**config.mk**
```make
export PLATFORM = sky130hd
export DESIGN_NAME = gdr_ram
export DESIGN_NICKNAME = d
export VERILOG_FILES = /design/src/gdr_ram.sv
export SDC_FILE = /design/constraint.sdc
export NUM_CORES = 2
export LEC_CHECK = 0
export BUFFER_PORTS_ARGS = -buffer_cell sky130_fd_sc_hd__buf_2
export CAP_MARGIN = 20
export CORE_UTILIZATION = 40
export DETAILED_ROUTE_END_ITERATION = 8
export GPL_ROUTABILITY_DRIVEN = 0
export PLACE_DENSITY = 0.52
export REMOVE_ABC_BUFFERS = 1
export SYNTH_ARGS = -nofsm -noshare
export SYNTH_HDL_FRONTEND = slang
export SYNTH_SLANG_ARGS = --single-unit
export TNS_END_PERCENT = 10
```
**constraint.sdc**
```tcl
create_clock -name aclk -period 2.2 [get_ports aclk]
set_input_delay 0.44 -clock aclk [delete_from_list [all_inputs] [get_ports aclk]]
set_output_delay 0.44 -clock aclk [all_outputs]
set_load 0.01 [all_outputs]
```
**src/gdr_ram.sv**
```systemverilog
// Generic single-port-write, single-port-read RAM with registered read data.
// No package dependencies.
module gdr_ram #(
    parameter int WIDTH = 8,
    parameter int DEPTH = 256
) (
    input  logic                     aclk,
    input  logic                     we,
    input  logic [$clog2(DEPTH)-1:0] waddr,
    input  logic [WIDTH-1:0]         wdata,
    input  logic [$clog2(DEPTH)-1:0] raddr,
    output logic [WIDTH-1:0]         rdata
);
    logic [WIDTH-1:0] mem_reg [DEPTH];
    logic [WIDTH-1:0] rdata_reg;

    always_ff @(posedge aclk) begin
        if (we) begin
            mem_reg[waddr] <= wdata;
        end
        rdata_reg <= mem_reg[raddr];
    end

    assign rdata = rdata_reg;
endmodule

```
=== Word-level counts from Yosys, hierarchy flattened ===
Memories as Yosys holds them, arrays and structs flattened. A register that Yosys moved wholly into a read port is not among the register bits.
Cells that the tools add are included.
Widths: inputs -> output; s select.

* Register bits: 0
* Memory bits (writable): 2048
* Output and inout port bits: 8
* Memories: 1

* Muxes and demuxes: 2

{| class="wikitable"
|+ Memory list
! name !! words !! width !! read ports !! clocked after memory_dff !! wr ports !! line !! text
|-
| mem_reg || 256 || 8 || 1 || 1 || 1 || 14 || <nowiki>logic [WIDTH-1:0] mem_reg [DEPTH];</nowiki>
|}

{| class="wikitable"
|+ Operator list
! kind !! number
|-
| $mux 1 || 2
|}

=== Longest topological paths before layout ===
* Depth after elaboration: 2
* Mapped depth: 11

=== Least setup slack after synthesis ===
No wires, ideal clock.

* Kind: in2reg
* Start: input raddr[0]
* End: register rdata_reg[2], in the netlist rdata[2], read port of mem_reg
* Arrival: 2247 ps
* Path slack: -178 ps
* Stages: 9
* Buffers on the path: 4
* Cells stage by stage: buf_6 -> buf_12 -> buf_8 -> buf_2 -> mux4_2 -> a22oi_1 -> a21oi_1 -> nor4_1 -> nor4_2

{| class="wikitable"
|+ RTL lines
! item !! line !! text
|-
| from (decl) || 11 || <nowiki>input logic [$clog2(DEPTH)-1:0] raddr,</nowiki>
|-
| to (decl) || 15 || <nowiki>logic [WIDTH-1:0] rdata_reg;</nowiki>
|}

==> run summary <==
Number of buffers created by CTS: 208. Worst reg2reg path depth: 7. For this design the total switching power over the nets is 17.8 mW. Cell chosen for the clock root: sky130_fd_sc_hd__clkbuf_16. The clock network is responsible for 42.1% of the overall power.

The worst hold path terminates at mem_reg[52][1]. Of the total synthesized cell area, the portion taken by XOR and XNOR cells is 0%. For the remaining global-route overflow, the log shows 0.

Summing the areas of all and, or, nand and nor instances in the mapped netlist gives 2.63% of the synthesized area. The worst pin sits at a relative slew slack of 40.2%. TritonCTS built the clock tree.

The clock tree synthesis step divided the H-tree into 4 levels. The smallest clock period supported by the final layout is computed as 2.32 ns. In this run the horizontal extent of the chip is 448 um. The later pin in the worst-skew pair is clocked with a latency of 0.84 ns. The detailed-route DRC error count is 0, and the clock sink count is 2,056. The post-CTS clock slew at the launch and capture registers of the worst setup and hold paths is 0.07 ns.

Number of instances on the worst hold path: 1. Walking the worst path, the cells encountered are mux4_2 > a22o_4 > a221oi_4 > o32ai_2 > nor3_2 > buf_4 > nor4_2. Proportion of power drawn by combinational gates: 5.8%. In the routed layout, each cell is associated on average with a via count of 5.51. The register with the most flip-flops in the layout has 2,048 of them. In this run the static leakage power is 31.3 nW. Max-cap violations in this run came to 0. The cell with the largest stage delay on the worst path is sky130_fd_sc_hd__mux4_2. The worst-case clock skew was 0.0259 ns.

At the pin with the least slew margin, the transition time is 0.897 ns. The die covers 201,000 um^2. The register-to-register path setup slack is -0.12 ns. The first TritonRoute pass finished after 5 iterations. The via count of the first global-routing pass is 41,500, and the initial antenna violation count is 13.

The critical path startpoint category was a flip-flop. After floorplanning, the core was divided into 163 placement rows. Dividing total power by cell area gives a power density of 864 nW/um^2. The final route contains 40,500 vias.

The endpoint of the worst register-to-register path was rdata[6]. In this run the standard cell core region covers 197,000 um^2. Summed over all failing endpoints, the final setup total negative slack is -0.316 ns. Wires add up to 214,000 um. Counting flops with an async set or reset pin after synthesis yields a share of 0%. For the mapped cell area, the log shows 79,600 um^2. Family with the most delay on the worst path: compound AO/OA/AOI/OAI gates.

The flop and latch count out of synthesis is 2,056. The worst register-to-register path begins at mem_reg[81][6]. Number of slew-limit violations in the final report: 0. The worst hold path belongs to the class input pin to flip-flop.

For the final setup violation count, the log shows 6. Counting along the longest clock path gives a buffer depth of 3. The wire length per cell was 29.1 um; the first-iteration detailed-routing DRC count was 4,193. After the last flow step, the layout net total stands at 4,566. The top flip-flop cell by instance count after synthesis is sky130_fd_sc_hd__edfxtp_1.

Yosys mapped a number of flops with a built-in enable equal to 2,048. The final reports fail on setup timing. Global routing consumed, over all layers together, 21.5% of the routing resources. Fmax: 0.431 GHz.

The compound-cell area share of the yosys netlist works out to 3.42%. The tools report the count of warnings emitted by yosys as 0. The buffers plus inverters on the worst setup path works out to 1. The critical path is of the flip-flop to flip-flop type. On the worst path, the slowest cell contributes a delay of 0.50 ns.

Net switching is 21.5% of the power. The multiplexer area fraction after synthesis works out to 14.6%. Of the synthesized area, sequential elements account for 77.5%. The origin of the worst min-delay path was wdata[1]. Across the VDD grid, the largest voltage drop is 0.725 mV.

Entering global routing, the biggest net connects 90 pins. The logs give -0.118 ns for the worst setup slack after layout and 34 for the boundary pin count. Largest fanout on the critical path: 1.

STA classifies the critical path endpoint as a flip-flop. Sequential cells burn 52.1% of the power. By area, the combinational part of the netlist is dominated by multiplexers. Setup repair after global routing could not meet its margin everywhere.

The run gives 3,733 as the post-synthesis cell count. For this configuration, the core starts out at a cell density of 40.3%. The area overhead of the layout relative to synthesis came out at 20.7%.

The first global-routing pass estimated 307,000 um of wire. Dividing the synthesized area by the synthesized cell count gives 21.3 um^2. The final cell utilization of the core came out at 48.7%.

The flow ran to the end, but the final reports show violations. Port buffering added 33 buffers. The fraction of final layout cells sized beyond drive strength 1 was 34.8%; the placed wire-length estimate was 141,000 um. Dividing the final minimum period by the clock period gives 105%. The internal power summed over all cells was 65.2 mW.

The adder and majority gate portion of the synthesized area is 0%. STA puts the critical path data arrival time at 3.06 ns. The post-detailed-route count of antenna-violating nets was 0; the data required time at the worst endpoint was 2.94 ns. The count of final hold-check violations is 0, and the unique cell type count in the Yosys netlist is 55. The die boundary height came out at 448 um.
[synthesized netlist by cell type, types with 8 or more instances]
master / count / share of area [%]
sky130_fd_sc_hd__edfxtp_1: 2048 / 77
sky130_fd_sc_hd__mux4_2: 454 / 13
sky130_fd_sc_hd__nor2_1: 282 / 1.3
sky130_fd_sc_hd__mux2i_1: 134 / 1.7
sky130_fd_sc_hd__a22oi_1: 133 / 1.3
sky130_fd_sc_hd__clkbuf_1: 111 / 0.52
sky130_fd_sc_hd__a21oi_1: 96 / 0.60
sky130_fd_sc_hd__o221ai_1: 46 / 0.51
sky130_fd_sc_hd__nand3_1: 34 / 0.21
sky130_fd_sc_hd__nand2_1: 33 / 0.16
sky130_fd_sc_hd__buf_2: 31 / 0.20
sky130_fd_sc_hd__nor2b_1: 31 / 0.24
sky130_fd_sc_hd__o22ai_1: 28 / 0.22
sky130_fd_sc_hd__buf_4: 27 / 0.25
sky130_fd_sc_hd__nor4_1: 24 / 0.19
sky130_fd_sc_hd__buf_1: 22 / 0.10
sky130_fd_sc_hd__nor3_1: 22 / 0.14
sky130_fd_sc_hd__buf_6: 21 / 0.30
sky130_fd_sc_hd__a211oi_1: 16 / 0.15
sky130_fd_sc_hd__a221oi_1: 13 / 0.14
sky130_fd_sc_hd__buf_8: 13 / 0.25
sky130_fd_sc_hd__nand4_1: 10 / 0.079
sky130_fd_sc_hd__o211ai_1: 10 / 0.094
sky130_fd_sc_hd__o21ai_0: 10 / 0.063
sky130_fd_sc_hd__a22o_1: 8 / 0.088
sky130_fd_sc_hd__buf_12: 8 / 0.20
sky130_fd_sc_hd__dfxtp_1: 8 / 0.20
sky130_fd_sc_hd__nand2b_1: 8 / 0.063
[kinds of logic (layout without fill, tap and decap cells)]
group / after synthesis / count (layout)
compound gates: 385 / 385
simple gates: 466 / 466
flops: 2056 / 2056
buf+inv: 235 / 1212
other cells: 0 / 5
mux: 591 / 591
[layout by cell type (no fill, tap or decap), types with 6 or more instances in the layout]
cell,synthesis,final
sky130_fd_sc_hd__nor4_2,3,7
sky130_fd_sc_hd__o211ai_1,10,10
sky130_fd_sc_hd__nor3_2,0,8
sky130_fd_sc_hd__clkbuf_1,111,35
sky130_fd_sc_hd__o22ai_1,28,28
sky130_fd_sc_hd__dlygate4sd3_1,0,6
sky130_fd_sc_hd__nand3_1,34,27
sky130_fd_sc_hd__nor2_1,282,276
sky130_fd_sc_hd__nand3_2,0,7
sky130_fd_sc_hd__a221oi_1,13,9
sky130_fd_sc_hd__nor2b_1,31,26
sky130_fd_sc_hd__nor3_1,22,14
sky130_fd_sc_hd__bufinv_16,0,20
sky130_fd_sc_hd__buf_4,27,688
sky130_fd_sc_hd__nand4_1,10,10
sky130_fd_sc_hd__clkbuf_16,0,213
sky130_fd_sc_hd__nor4_1,24,16
sky130_fd_sc_hd__a22o_1,8,7
sky130_fd_sc_hd__nand2_1,33,33
sky130_fd_sc_hd__o21ai_0,10,10
sky130_fd_sc_hd__mux2i_1,134,134
sky130_fd_sc_hd__buf_8,13,10
sky130_fd_sc_hd__edfxtp_1,2048,2048
sky130_fd_sc_hd__clkinv_1,1,46
sky130_fd_sc_hd__a21oi_1,96,95
sky130_fd_sc_hd__a22oi_1,133,130
sky130_fd_sc_hd__a211oi_1,16,14
sky130_fd_sc_hd__o221ai_1,46,45
sky130_fd_sc_hd__clkinv_8,0,6
sky130_fd_sc_hd__buf_2,31,20
sky130_fd_sc_hd__mux4_2,454,454
sky130_fd_sc_hd__clkinv_2,0,50
sky130_fd_sc_hd__buf_12,8,105
sky130_fd_sc_hd__dfxtp_1,8,8
sky130_fd_sc_hd__nand2b_1,8,8
[cell type report]
cell class / count / area, um^2
clock inverters: 130 / 1200
inverters: 2 / 7.51
well taps: 2640 / 3300
diodes: 5 / 12.5
repair buffers: 830 / 7600
flip-flops and latches: 2056 / 61700
multi-input cells: 1442 / 16800
fillers: 16400 / 101000
clock buffers: 250 / 5490
[power by group through the flow]
stage	Sequential, mW	Clock (mW)	Combinational, mW
5_1_grt	43.2	37.1	5.09
3_3_place_gp	44.1	0	4.77
2_1_floorplan	44.1	0	1.52
6_report	43.3	34.9	4.82
3_5_place_dp	44.1	0	4.79
4_1_cts	43.3	35.6	4.87
[metal layers]
metal	routed length, um	up-vias	global-route usage, %
li1	-	17400	-
met1	93000	21700	30.5
met2	105000	1215	35.2
met3	12000	251	3.44
met4	4170	2	4.92
met5	13	-	0
[stage by stage]
step                area, um^2  std cells  total power [mW]  setup slack (ns)  hold WS [ns]
floorplan                78100       3500              45.6            -0.648         0.539
global placement         89000       6964              48.9             -1.45         0.783
detailed placement       89000       6964              48.9             -1.42         0.780
CTS                      96000       7350              83.8            -0.148        0.0102
global route             96100       7351              85.4            -0.131        0.0244
finish                   96100       7355              83.0            -0.118        0.0301
[how the worst max path moves through the flow]
stage                    startpoint        to  depth (start not counted)  slack (ns)
finish               mem_reg[81][6]  rdata[6]                          7       -0.12
global route         mem_reg[81][6]  rdata[6]                          7       -0.13
CTS                 mem_reg[131][2]  rdata[2]                          7       -0.15
detailed placement         raddr[4]  rdata[5]                          9       -1.42
global placement           raddr[4]  rdata[5]                          9       -1.45
floorplan                  raddr[2]  rdata[6]                          6       -0.65
[timing repair]
action                                  4_1_cts  5_1_grt
buffers inserted                              0        0
endpoints found under the hold margin        95        0
resized for setup                            41        8
pin swaps                                    12        8
hold buffers                                  6        0
endpoints found under the setup margin        8        8
[worst register-to-register path, cell delays in order, from the launching register on]
cell,delay [ns]
sky130_fd_sc_hd__edfxtp_1,0.37
sky130_fd_sc_hd__mux4_2,0.50
sky130_fd_sc_hd__a22o_4,0.30
sky130_fd_sc_hd__a221oi_4,0.33
sky130_fd_sc_hd__o32ai_2,0.17
sky130_fd_sc_hd__nor3_2,0.29
sky130_fd_sc_hd__buf_4,0.21
sky130_fd_sc_hd__nor4_2,0.05
(Power assumes the default switching activity.)
