$ cat config.mk
export PLATFORM = sky130hd
export DESIGN_NAME = gdr_div
export DESIGN_NICKNAME = d
export VERILOG_FILES = /design/src/gdr_pkg.sv /design/src/gdr_div.sv
export SDC_FILE = /design/constraint.sdc
export NUM_CORES = 1
export LEC_CHECK = 0
export ABC_AREA = 0
export BUFFER_PORTS_ARGS = -buffer_cell sky130_fd_sc_hd__buf_2
export CORE_MARGIN = 1.5
export CORE_UTILIZATION = 35
export DETAILED_ROUTE_END_ITERATION = 10
export GPL_ROUTABILITY_DRIVEN = 0
export SYNTH_ARGS = -nofsm -noshare
export SYNTH_HDL_FRONTEND = slang
export SYNTH_SLANG_ARGS = --single-unit
$ cat constraint.sdc
create_clock -name aclk -period 7.55 [get_ports aclk]
set_clock_uncertainty 0.2 [all_clocks]
set_input_delay 1.1325 -clock aclk [delete_from_list [all_inputs] [get_ports aclk]]
set_output_delay 1.1325 -clock aclk [all_outputs]
set_load 0.02 [all_outputs]
$ cat src/gdr_pkg.sv
// Shared types, constants and trig helpers for the grid DDA ray caster.
// Used by gdr_div, grid_dda_raycaster, tb_gdr_checker and tb; no dependencies.
package gdr_pkg;

    localparam int MAP_BITS   = 4;
    localparam int MAP_DIM    = 1 << MAP_BITS;
    localparam int MAP_CELLS  = MAP_DIM * MAP_DIM;
    localparam int ADDR_W     = 2 * MAP_BITS;
    localparam int CELL_W     = MAP_BITS + 2;      // signed cell coordinate
    localparam int TILE_W     = 3;
    localparam int COLOR_W    = 24;
    localparam int HEIGHT_W   = 11;

    localparam int SCREEN_HEIGHT = 400;
    localparam int MAX_STEPS     = 64;
    localparam int STEP_CNT_W    = $clog2(MAX_STEPS + 1);

    localparam int FIX_SHIFT  = 12;
    localparam int FIX_ONE    = 1 << FIX_SHIFT;
    localparam int FAR_LIMIT  = 16 * FIX_ONE;
    localparam int NO_STEP    = 32 * FIX_ONE;
    localparam int MIN_CORR   = 64;
    localparam int HMAX_RAW   = SCREEN_HEIGHT * 4;
    localparam int HMAX       = (HMAX_RAW > 2047) ? 2047 : HMAX_RAW;
    localparam int SHADE_MIN  = 30;
    localparam int SHADE_FULL = 256;
    localparam int SHADE_MUL  = 200;

    localparam int DIV_W      = 25;                // dividend / quotient
    localparam int DVS_W      = 17;                // divisor
    localparam int DIV_CNT_W  = $clog2(DIV_W + 1);
    localparam int SD_W       = 26;                // side distance accumulators
    localparam int MAG_W      = 13;                // |sin| with 12 fraction bits
    localparam int CORR_W     = 17;

    localparam logic [DIV_W-1:0] STEP_NUM   = DIV_W'(FIX_ONE * FIX_ONE);
    localparam logic [DIV_W-1:0] HEIGHT_NUM = DIV_W'(SCREEN_HEIGHT * FIX_ONE);
    localparam logic [COLOR_W-1:0] COLOR_OTHER = 24'hC8C8C8;

    localparam logic [1:0] REG_TILE_ONE   = 2'd0;
    localparam logic [1:0] REG_TILE_TWO   = 2'd1;
    localparam logic [1:0] REG_TILE_THREE = 2'd2;
    localparam logic [1:0] REG_TILE_FOUR  = 2'd3;

    localparam logic REQ_RAY   = 1'b0;
    localparam logic REQ_WRITE = 1'b1;

    typedef struct packed {
        logic             neg;
        logic [MAG_W-1:0] mag;
    } trig_t;

    typedef struct packed {
        logic busy;
        logic done;
    } div_stat_t;

    function automatic logic [16:0] sine_q(input logic [6:0] i);
        logic [16:0] v;
        case (i)
            7'd0:  v = 17'd0;     7'd1:  v = 17'd1608;  7'd2:  v = 17'd3216;
            7'd3:  v = 17'd4821;  7'd4:  v = 17'd6424;  7'd5:  v = 17'd8022;
            7'd6:  v = 17'd9616;  7'd7:  v = 17'd11204; 7'd8:  v = 17'd12785;
            7'd9:  v = 17'd14359; 7'd10: v = 17'd15924; 7'd11: v = 17'd17479;
            7'd12: v = 17'd19024; 7'd13: v = 17'd20557; 7'd14: v = 17'd22078;
            7'd15: v = 17'd23586; 7'd16: v = 17'd25080; 7'd17: v = 17'd26558;
            7'd18: v = 17'd28020; 7'd19: v = 17'd29466; 7'd20: v = 17'd30893;
            7'd21: v = 17'd32303; 7'd22: v = 17'd33692; 7'd23: v = 17'd35062;
            7'd24: v = 17'd36410; 7'd25: v = 17'd37736; 7'd26: v = 17'd39040;
            7'd27: v = 17'd40320; 7'd28: v = 17'd41576; 7'd29: v = 17'd42806;
            7'd30: v = 17'd44011; 7'd31: v = 17'd45190; 7'd32: v = 17'd46341;
            7'd33: v = 17'd47464; 7'd34: v = 17'd48559; 7'd35: v = 17'd49624;
            7'd36: v = 17'd50660; 7'd37: v = 17'd51665; 7'd38: v = 17'd52639;
            7'd39: v = 17'd53581; 7'd40: v = 17'd54491; 7'd41: v = 17'd55368;
            7'd42: v = 17'd56212; 7'd43: v = 17'd57022; 7'd44: v = 17'd57798;
            7'd45: v = 17'd58538; 7'd46: v = 17'd59244; 7'd47: v = 17'd59914;
            7'd48: v = 17'd60547; 7'd49: v = 17'd61145; 7'd50: v = 17'd61705;
            7'd51: v = 17'd62228; 7'd52: v = 17'd62714; 7'd53: v = 17'd63162;
            7'd54: v = 17'd63572; 7'd55: v = 17'd63944; 7'd56: v = 17'd64277;
            7'd57: v = 17'd64571; 7'd58: v = 17'd64827; 7'd59: v = 17'd65043;
            7'd60: v = 17'd65220; 7'd61: v = 17'd65358; 7'd62: v = 17'd65457;
            7'd63: v = 17'd65516; 7'd64: v = 17'd65536;
            default: v = 17'd0;
        endcase
        return v;
    endfunction

    // sine as sign + magnitude, 12 fraction bits; negative half rounds away
    function automatic trig_t sin12(input logic [7:0] a);
        logic [6:0]  i;
        logic [16:0] m;
        logic [17:0] s;
        trig_t       r;
        i = a[6] ? (7'd64 - {1'b0, a[5:0]}) : {1'b0, a[5:0]};
        m = sine_q(i);
        s = {1'b0, m} + 18'd15;
        if (a[7]) begin
            r.mag = s[16:4];
            r.neg = (m != 17'd0);
        end else begin
            r.mag = m[16:4];
            r.neg = 1'b0;
        end
        return r;
    endfunction

    function automatic trig_t cos12(input logic [7:0] a);
        return sin12(a + 8'd64);
    endfunction

endpackage

$ cat src/gdr_div.sv
// Restoring unsigned divider, one quotient bit per cycle.
// Depends on gdr_pkg for widths and the status struct.
module gdr_div
    import gdr_pkg::*;
(
    input  logic             aclk,
    input  logic             aresetn,
    input  logic             start,
    input  logic [DIV_W-1:0] dividend,
    input  logic [DVS_W-1:0] divisor,
    output logic [DIV_W-1:0] quotient,
    output div_stat_t        stat
);
    logic [DIV_W-1:0]     quo_reg, quo_next;
    logic [DVS_W:0]       rem_reg, rem_next;
    logic [DVS_W-1:0]     dvs_reg;
    logic [DIV_CNT_W-1:0] cnt_reg, cnt_next;
    logic                 busy_reg, busy_next, done_reg, done_next;
    logic [DVS_W+1:0]     trial;

    always_comb begin
        quo_next  = quo_reg;
        rem_next  = rem_reg;
        cnt_next  = cnt_reg;
        busy_next = busy_reg;
        done_next = 1'b0;
        trial     = {rem_reg, quo_reg[DIV_W-1]};
        if (start) begin
            quo_next  = dividend;
            rem_next  = '0;
            cnt_next  = DIV_CNT_W'(DIV_W);
            busy_next = 1'b1;
        end else if (busy_reg) begin
            // quotient bits shift in where dividend bits shift out
            if (trial >= {1'b0, 1'b0, dvs_reg}) begin
                rem_next = (DVS_W+1)'(trial - {2'b00, dvs_reg});
                quo_next = {quo_reg[DIV_W-2:0], 1'b1};
            end else begin
                rem_next = trial[DVS_W:0];
                quo_next = {quo_reg[DIV_W-2:0], 1'b0};
            end
            cnt_next = cnt_reg - 1'b1;
            if (cnt_reg == DIV_CNT_W'(1)) begin
                busy_next = 1'b0;
                done_next = 1'b1;
            end
        end
    end

    always_ff @(posedge aclk) begin
        if (!aresetn) begin
            busy_reg <= 1'b0;
            done_reg <= 1'b0;
            cnt_reg  <= '0;
        end else begin
            busy_reg <= busy_next;
            done_reg <= done_next;
            cnt_reg  <= cnt_next;
        end
        quo_reg <= quo_next;
        rem_reg <= rem_next;
        if (start) begin
            dvs_reg <= divisor;
        end
    end

    assign quotient  = quo_reg;
    assign stat.busy = busy_reg;
    assign stat.done = done_reg;
endmodule

; Word level (Yosys, flattened, before mapping)
; Index checks and enable logic that the tools add are counted.
[word_totals]
register_bits = 67
input_bits = 45
word_cells = 26
out_inout_bits = 27
[classes]
add_sub_neg = 2
reduce_logical = 3
n_lt_le_gt_ge = 1
muxes = 10
bitwise = 2
eq_ne = 1
[ops]
columns = op, count
row1 = 25-bit two-way mux, 2
row2 = 19-bit by 17-bit >= comparator with 1-bit output, 1
row3 = 18-bit two-way mux, 1
row4 = 18-bit by 17-bit subtractor with 18-bit output, 1
row5 = 5-bit two-way mux, 2
row6 = "5-bit by 1-bit == test with 1-bit output, second input constant", 1
row7 = 1-bit two-way mux, 5
row8 = "5-bit by 1-bit subtractor with 5-bit output, second input constant", 1
row9 = 3-bit OR reduction, 1
row10 = 1-bit NOT, 2
row11 = 2-bit nonzero test, 1
row12 = 2-bit OR reduction, 1

; Longest topological paths before layout
; Gate-level depths: netlist (run 1).
[depth]
ltp_word = 4
depth_mapped = 11

; Worst setup path after synthesis (run 1)
; OpenSTA, ideal clock, no wires.
[synth_timing]
path_kind = input to register
from = input port start
to = register quo_reg[0] (netlist: quotient[0]), enable pin
cell_stages = 4
setup_time_ns = 0.380
slack_ns = 4.721
arrival_ns = 2.249
cell_sequence = clkbuf_1 nor2_1 clkbuf_1 inv_1
[synth_via]
elab_chain_cells = 1
[synth_rtl]
columns = element, line
row1 = start: declaration, gdr_div.sv:8  ; input logic start,
row2 = 2-bit nonzero test (no source line), -
row3 = end signal: assignment, gdr_div.sv:60  ; quo_reg <= quo_next;
row4 = end: declaration, gdr_div.sv:14  ; logic [DIV_W-1:0] quo_reg, quo_next;
; Every way passes these cells.
; A chain may end at the register's enable or synchronous reset.

; Worst setup path in the final report (run 1)
[layout_timing]
from = input port start
to = register quo_reg[20] (netlist: quotient[20]), enable pin
; The elaborated chain is that of the path after synthesis.

==> run summary, run 1 <==
commonest non-fill, non-tap cell in the layout: buf_2
post-synth cell types: 55
initial antenna violation count: 0
Rows: 37
P_leak: 0.00185 uW
Clock Tree Root: clkbuf_8
Syn. warnings: 0
Int Power: 600 uW
post-synthesis mux area share: 0.0810
commonest cells after routing, fill and taps aside: buf_2 (71), edfxtp_1 (42), nand2_1 (39), mux2_2 (26), dfxtp_1 (25)
Die X: 106 um
NumNets Final: 490
fill count: 1016
Slew Limit Fails: 0
cts repair resizes: 0
Mapped Cells: 359
Longest Clk Path Bufs: 2
post-synthesis xor/xnor area fraction: 0.0351
async set-reset flop share out of synthesis: 0
grt ovf: 0
CTS hold repair buffers: 0
Die ar.: 11300 um2
sequential fraction of the synthesis area: 0.471
Critical Path Sink Type: flop
Pwr per Cell Area: 193 nW/um2
max reg flops: 25
fin cells: 566
CTS Buf Count: 9
first-pass GRT wire length: 13500 um
switching share of power: 0.289
Hold Crit Endpoint: rem_reg[15]
layout cells sized above 1: 0.284
Top Ports: 72
Tcrit/Tclk final: 0.486
gr usage total: 0.151
Setup Viol. Count Final: 0
normalized max-slew margin: 0.181
switching pwr: 243 uW
placed cells: 550
Via-to-Cell Ratio: 5.07
TritonCTS Sinks: 67
predominant post-synthesis flop cell: edfxtp_1
Tmin final: 3.67 ns
clock transition at the registers of the reported paths: 0.07 ns
reg2reg path depth: 8
largest family of logic cells by synthesized area: compound AO/OA/AOI/OAI gates
setup_tns: 0 ns
Slew @ Worst Pin: 1.22 ns
vias in the first global route: 2853
status: completed
vias: 2872
Synth Area in Adders: 0.0689
register bit total from synthesis: 67
Fin. Hold Viols: 0
WL/cell: 14.3 um
starting density of the core: 0.362
part of the power in combinational logic: 0.169
Synth Area in Simple Gates: 0.130
area grow syn2layout: 16.7%
DRC marker count from the first detailed-route iteration: 138
clock power share: 0.317
worst-skew pair later-pin latency: 0.34 ns
Final ANT Viol Nets: 0
post-CTS setup buffer count: 0
hold path startpoint: rem_reg[15]
Post-Synthesis Cell Area: 3740 um2
Worst R2R End: quotient[0]
Die H: 106 um
IR drop worst, VDD: 0.0917 mV
CTS H-tree depth: 3
Post-synth EDFFs: 42
CTS tree: yes
f_max: 272 MHz
Port Buffer Count: 71
nature of the critical path startpoint: input port
Post-Route WL: 8110 um
# diodes: 0
sequential share of power: 0.514
Setup CP Type: in2reg
drt drc: 0
synthesized net count: 424
Reg2Reg Setup Slack: 4.07 ns
Max Cap Viol: 0
Post-Syn Area per Cell: 10.4 um2
DRT Pass-1 Iters: 4
pin count of the biggest net entering global routing: 55
detailed placement HPWL: 5780 um
hold depth: 2
reg2reg start: rem_reg[12]
Hold WC Path Type: reg2reg
Arr. time, crit path: 3.36 ns
biggest fanout along the worst timing path: 54
Critical Path RT: 7.24 ns
compound-cell area share of the yosys netlist: 0.162
RSZ-0062 raised after global routing: no
Core ar.: 10300 um2
area by class of cell:
cell class	instances	area, um2	share of cell area
clock buffers	9	124	0.0284
clock inverters	7	51.3	0.0118
inverters	23	86.3	0.0198
multi-input cells	249	1780	0.409
flip-flops and latches	67	1760	0.404
well taps	136	170	0.0390
repair buffers	75	385	0.0883
metrics by stage:
stage               cell area (um2)  hold slack (ns)  power (uW)  utilization  setup WS [ns]
floorplan                      3740            0.261         539            -           4.72
global placement               4190            0.285         582        0.406           3.57
detailed placement             4190            0.285         585        0.406           3.47
CTS                            4360            0.305         857        0.423           3.86
global route                   4360            0.334         889        0.423           3.66
finish                         4360            0.300         843        0.423           3.88
power by group through the flow:
| stage | logic [uW] | registers, uW | clock network [uW] |
|---|---|---|---|
| after global routing | 157 | 438 | 294 |
| after CTS | 143 | 434 | 279 |
| after global placement | 141 | 442 | 0 |
| after floorplan | 81.8 | 457 | 0 |
| final | 142 | 434 | 267 |
| after detailed placement | 142 | 443 | 0 |
cell families after synthesis:
group | after synthesis
simple gates | 101
buf+inv | 43
fa+ha+maj | 20
flops | 67
mux | 27
compound gates | 86
xor+xnor | 15
critical path, stage by stage:
cell    delay, ns
buf_2        0.09
buf_4        0.31
nor2_1       1.00
inv_1        0.79
cells in the mapped netlist, drive strengths merged (10+ instances only):
cell,count,area (um2)
ha,19,238
dfxtp,25,500
nor2,23,86.3
o21ai,15,78.8
a21oi,20,104
buf,13,81.3
mux2,26,293
nand2,39,146
o211ai,12,95.1
inv,23,86.3
edfxtp,42,1260
xnor2,10,87.6
metal layers:
| metal | track usage | vias up | wire length (um) |
|---|---|---|---|
| met2 | 0.245 | 54 | 3940 |
| met4 | 0.0483 | 0 | 85 |
| li1 | - | 1453 | - |
| met3 | 0.0405 | 6 | 277 |
| met1 | 0.195 | 1359 | 3810 |
| met5 | 0 | - | 0 |
worst max-delay path by stage:
| stage | start | endpoint | slack (ns) | cells after the start |
|---|---|---|---|---|
| after detailed placement | start | quotient[4] | 3.47 | 4 |
| after global placement | start | quotient[3] | 3.57 | 4 |
| final | start | quotient[20] | 3.88 | 4 |
| after global routing | start | quotient[20] | 3.66 | 4 |
| after CTS | start | quotient[20] | 3.86 | 4 |
| after floorplan | start | quotient[0] | 4.72 | 4 |
(Power assumes the default switching activity.)
==> run 2, diff against run 1 <==
clock period = 3.4 ns   (was 7.55 ns; I/O delays follow)
==> run 2 against run 1 <==
Effect of this change:
- combinational power grew 130%
- utilization up 0.097 points
- register-to-register slack worse by 3.5 ns
- flip-flop and latch count stayed put
- via count up 1.8%
- largest power group unchanged
- critical path depth grew 6
- critical endpoint is now rem_reg[16]
- hold slack got worse by 0.17 ns
- global-route usage is 0.94 points higher
- clock power rose by 120%
==> run summary, run 2 (synthesis gave the netlist of run 1 again) <==
hold depth: 1
normalized max-slew margin: 0.626
Slew @ Worst Pin: 0.561 ns
Top Ports: 72
nature of the critical path startpoint: flop
fin cells: 569
Longest Clk Path Bufs: 2
Die ar.: 11300 um2
CTS H-tree depth: 3
worst setup margin: 0.527 ns
CTS hold repair buffers: 0
max reg flops: 25
first-pass GRT wire length: 13900 um
Tmin final: 2.87 ns
Critical Path Sink Type: flop
Pwr per Cell Area: 426 nW/um2
Setup CP Type: reg2reg
P_leak: 0.00185 uW
starting density of the core: 0.362
biggest fanout along the worst timing path: 4
Die X: 106 um
Clock Tree Root: clkbuf_8
RSZ-0062 raised after global routing: no
DP Worst Slack: 0.569 ns
Setup Viol. Count Final: 0
layout cells sized above 1: 0.279
multi-input logic area: 1780 um2
CTS tree: yes
reg2reg start: quotient[24]
grt ovf: 0
Fin. Hold Viols: 0
DRC marker count from the first detailed-route iteration: 242
Slew Limit Fails: 0
Reg2Reg Setup Slack: 0.53 ns
f_max: 348 MHz
Via-to-Cell Ratio: 5.14
commonest cells after routing, fill and taps aside: buf_2 (71), edfxtp_1 (42), nand2_1 (39), mux2_2 (26), dfxtp_1 (25)
gr usage total: 0.160
vias: 2925
Critical Path RT: 3.45 ns
DRT Pass-1 Iters: 4
Reg area: 1760 um2
setup_tns: 0 ns
WL/cell: 15.1 um
cts repair resizes: 0
# diodes: 0
TritonCTS Sinks: 67
Hold WC Path Type: in2reg
initial antenna violation count: 0
NumNets Final: 493
status: completed
Final ANT Viol Nets: 0
Power, Total: 1860 uW
Core ar.: 10300 um2
hold path startpoint: divisor[6]
IR drop worst, VDD: 0.170 mV
vias in the first global route: 2833
Arr. time, crit path: 2.93 ns
Port Buffer Count: 71
Die H: 106 um
pin count of the biggest net entering global routing: 28
placed cells: 553
CTS Buf Count: 9
commonest non-fill, non-tap cell in the layout: buf_2
post-CTS setup buffer count: 0
drt drc: 0
Tcrit/Tclk final: 0.845
Max Cap Viol: 0
Rows: 37
reg2reg path depth: 10
clock transition at the registers of the reported paths: 0.08 ns
worst-skew pair later-pin latency: 0.35 ns
fill count: 1027
Post-Route WL: 8610 um
area grow syn2layout: 16.9%
detailed placement HPWL: 6080 um
Hold Crit Endpoint: dvs_reg[6]
Worst R2R End: rem_reg[16]
==> run 2: cell count changes in the layout (fill, tap and decap cells not counted) <==
cell and change:
clkbuf_1 +2, inv_6 -2, clkinv_2 -2, clkinv_1 +2, buf_4 +3
==> run 2: metal layers <==
layer | GRT usage | part of all wire | routed length, um | vias up
met5 | 0 | 0 | 0 | -
met3 | 0.0337 | 0.057 | 488 | 6
met4 | 0.0801 | 0.016 | 142 | 0
met2 | 0.249 | 0.47 | 4010 | 71
li1 | - | - | - | 1457
met1 | 0.210 | 0.46 | 3970 | 1391
==> run 2: worst max path at each step <==
stage                     depth (start not counted)           to    startpoint  slack, ns
after floorplan                                  10  rem_reg[16]  quotient[24]       0.68
after global placement                           10  rem_reg[16]  quotient[24]       0.67
after detailed placement                         10  rem_reg[16]  quotient[24]       0.57
after CTS                                        10  rem_reg[16]  quotient[24]       0.55
after global routing                             10  rem_reg[16]  quotient[24]       0.32
final                                            10  rem_reg[16]  quotient[24]       0.53
==> run 2: final cells by class <==
type,count,area share
multi-input cells,249,0.408
flip-flops and latches,67,0.403
repair buffers,78,0.0933
well taps,136,0.0389
clock buffers,11,0.0300
inverters,23,0.0197
clock inverters,5,0.00715
==> run 2: critical path, stage by stage, from the launching register on <==
cell and delay [ns]:
edfxtp_1 0.38, inv_1 0.09, ha_1 0.17, inv_1 0.06, fa_1 0.42, a211oi_1 0.36
o211ai_1 0.20, and2_1 0.22, a311oi_1 0.33, xnor2_1 0.11, a31o_2 0.24
==> run 2: power by group <==
group          leakage [uW]  switching (uW)  internal, uW
logic               0.00116             189           134
clock network     0.0000746             316           261
registers          0.000622            30.6           932
==> run 2: stage by stage <==
stage,util,hold slack (ns),area (um2)
detailed placement,0.408,0.293,4210
global route,0.424,0.112,4370
CTS,0.424,0.110,4370
finish,0.424,0.130,4370
floorplan,-,0.261,3740
global placement,0.408,0.286,4210
==> run 3, diff against run 2 <==
clock period = 2.8 ns   (was 3.4 ns; I/O delays follow)
==> run 3 against run 2 <==
Effect of this change:
- sequential share of layout area is 1.4 points lower
- die area unchanged
- largest power group unchanged
- first-iteration DRC count fell by 38%
- critical endpoint is now rem_reg[14]
==> run summary, run 3 (synthesis gave the netlist of run 1 again) <==
layout cells sized above 1: 0.323
grt ovf: 0
NumNets Final: 503
Rows: 37
Slew Limit Fails: 0
Via-to-Cell Ratio: 5.02
Die H: 106 um
CP bufs+invs: 2
placed cells: 562
worst path cell trace: inv_2 -> ha_4 -> inv_2 -> fa_2 -> a211oi_2 -> o211ai_1 -> and2_4 -> o41a_1 -> o2111ai_2 -> o211ai_1
Port Buffer Count: 71
nature of the critical path startpoint: flop
detailed placement HPWL: 6190 um
# diodes: 0
CP top delay family: compound AO/OA/AOI/OAI gates
reg2reg path depth: 10
area grow syn2layout: 21.0%
Reg2Reg Setup Slack: 0.15 ns
Tmin final: 2.65 ns
Clock Tree Root: clkbuf_8
P_leak: 0.00193 uW
initial antenna violation count: 0
Worst R2R End: rem_reg[14]
Critical-path top delay cell: edfxtp_1
worst-skew pair later-pin latency: 0.35 ns
TritonCTS Sinks: 67
Top Ports: 72
CTS tree: yes
commonest non-fill, non-tap cell in the layout: buf_2
Critical Path RT: 2.82 ns
Die ar.: 11300 um2
gr usage total: 0.160
max reg flops: 25
Die X: 106 um
IR drop worst, VDD: 0.275 mV
fin cells: 579
Setup CP Type: reg2reg
setup_tns: 0 ns
Max Cap Viol: 0
Arr. time, crit path: 2.67 ns
Critical Path Sink Type: flop
DRT Pass-1 Iters: 4
hold slack final: 0.0385 ns
pin count of the biggest net entering global routing: 28
drt drc: 0
WL/cell: 14.6 um
DRC marker count from the first detailed-route iteration: 149
Core ar.: 10300 um2
commonest cells after routing, fill and taps aside: buf_2 (71), edfxtp_1 (42), nand2_1 (39), mux2_2 (26), dfxtp_1 (25)
Hold WC Path Type: in2reg
hold depth: 1
Tcrit/Tclk final: 0.948
Setup Viol. Count Final: 0
f_max: 377 MHz
CP max stage delay: 0.42 ns
biggest fanout along the worst timing path: 4
reg2reg start: quotient[24]
Longest Clk Path Bufs: 2
starting density of the core: 0.362
Fin. Hold Viols: 0
status: completed
Slew @ Worst Pin: 0.618 ns
vias: 2907
vias in the first global route: 2972
first-pass GRT wire length: 14300 um
Post-Route WL: 8480 um
CTS H-tree depth: 3
Final ANT Viol Nets: 0
normalized max-slew margin: 0.587
clock transition at the registers of the reported paths: 0.08 ns
Hold Crit Endpoint: dvs_reg[6]
hold path startpoint: divisor[6]
fill count: 980
CTS Buf Count: 9
Pwr per Cell Area: 528 nW/um2
RSZ-0062 raised after global routing: no
## run 3: cell types whose count changed in the layout (fill, tap and decap cells not counted), moves of 2 or more
| cell | previous run | this run |
|---|---|---|
| buf_4 | 7 | 17 |
| inv_1 | 23 | 21 |
| clkbuf_8 | 9 | 11 |
| clkbuf_1 | 2 | 0 |
| inv_2 | 0 | 2 |
| clkinv_1 | 2 | 0 |
## run 3: layout make-up
type / instances / area (um2) / share of cell area
clock buffers: 12 / 176 / 0.0390
clock inverters: 4 / 30.0 / 0.00663
inverters: 23 / 86.3 / 0.0191
multi-input cells: 249 / 1820 / 0.402
flip-flops and latches: 67 / 1760 / 0.389
well taps: 136 / 170 / 0.0376
repair buffers: 88 / 483 / 0.107
## run 3: repair_timing
item	4_1_cts	5_1_grt
endpoints found under the setup margin	1	3
buffers inserted	0	1
gates resized for setup	1	8
hold buffers	0	0
pin swaps	0	9
## run 3: layer usage
metal / share of wire / global-route usage / up-vias
met4: 0.019 / 0.0705 / 0
li1: - / - / 1479
met3: 0.050 / 0.0374 / 13
met5: 0 / 0 / -
met1: 0.45 / 0.209 / 1348
met2: 0.48 / 0.253 / 67
## run 3: worst register-to-register path, cell delays in order (launching register included)
cell and delay [ns]:
edfxtp_1 0.42, inv_2 0.10, ha_4 0.13, inv_2 0.03, fa_2 0.39, a211oi_2 0.23, o211ai_1 0.22, and2_4 0.24
o41a_1 0.37, o2111ai_2 0.08, o211ai_1 0.11
## run 3: power by group
| group | switching (uW) | internal [uW] | leakage [uW] |
|---|---|---|---|
| Combinational | 233 | 174 | 0.00121 |
| Clock | 387 | 427 | 0.000104 |
| Sequential | 38.3 | 1130 | 0.000622 |
## run 3: how the worst max path moves through the flow
stage / start / to / slack [ns] / cells past startpoint
floorplan: quotient[24] / rem_reg[16] / 0.08 / 10
global placement: quotient[24] / rem_reg[16] / 0.03 / 10
detailed placement: quotient[24] / rem_reg[16] / 0.009 / 10
CTS: quotient[24] / rem_reg[16] / 0.02 / 10
global route: dvs_reg[6] / rem_reg[5] / 0.0008 / 9
finish: quotient[24] / rem_reg[14] / 0.15 / 10
## run 3: stage by stage
stage	cell area [um2]	total power [uW]	util	setup WS, ns
after floorplan	3740	1450	-	0.0805
after global placement	4280	1580	0.414	0.0324
after detailed placement	4280	1590	0.414	0.00940
after CTS	4490	2410	0.435	0.0156
after global routing	4530	2510	0.438	0.000817
final	4530	2390	0.438	0.146
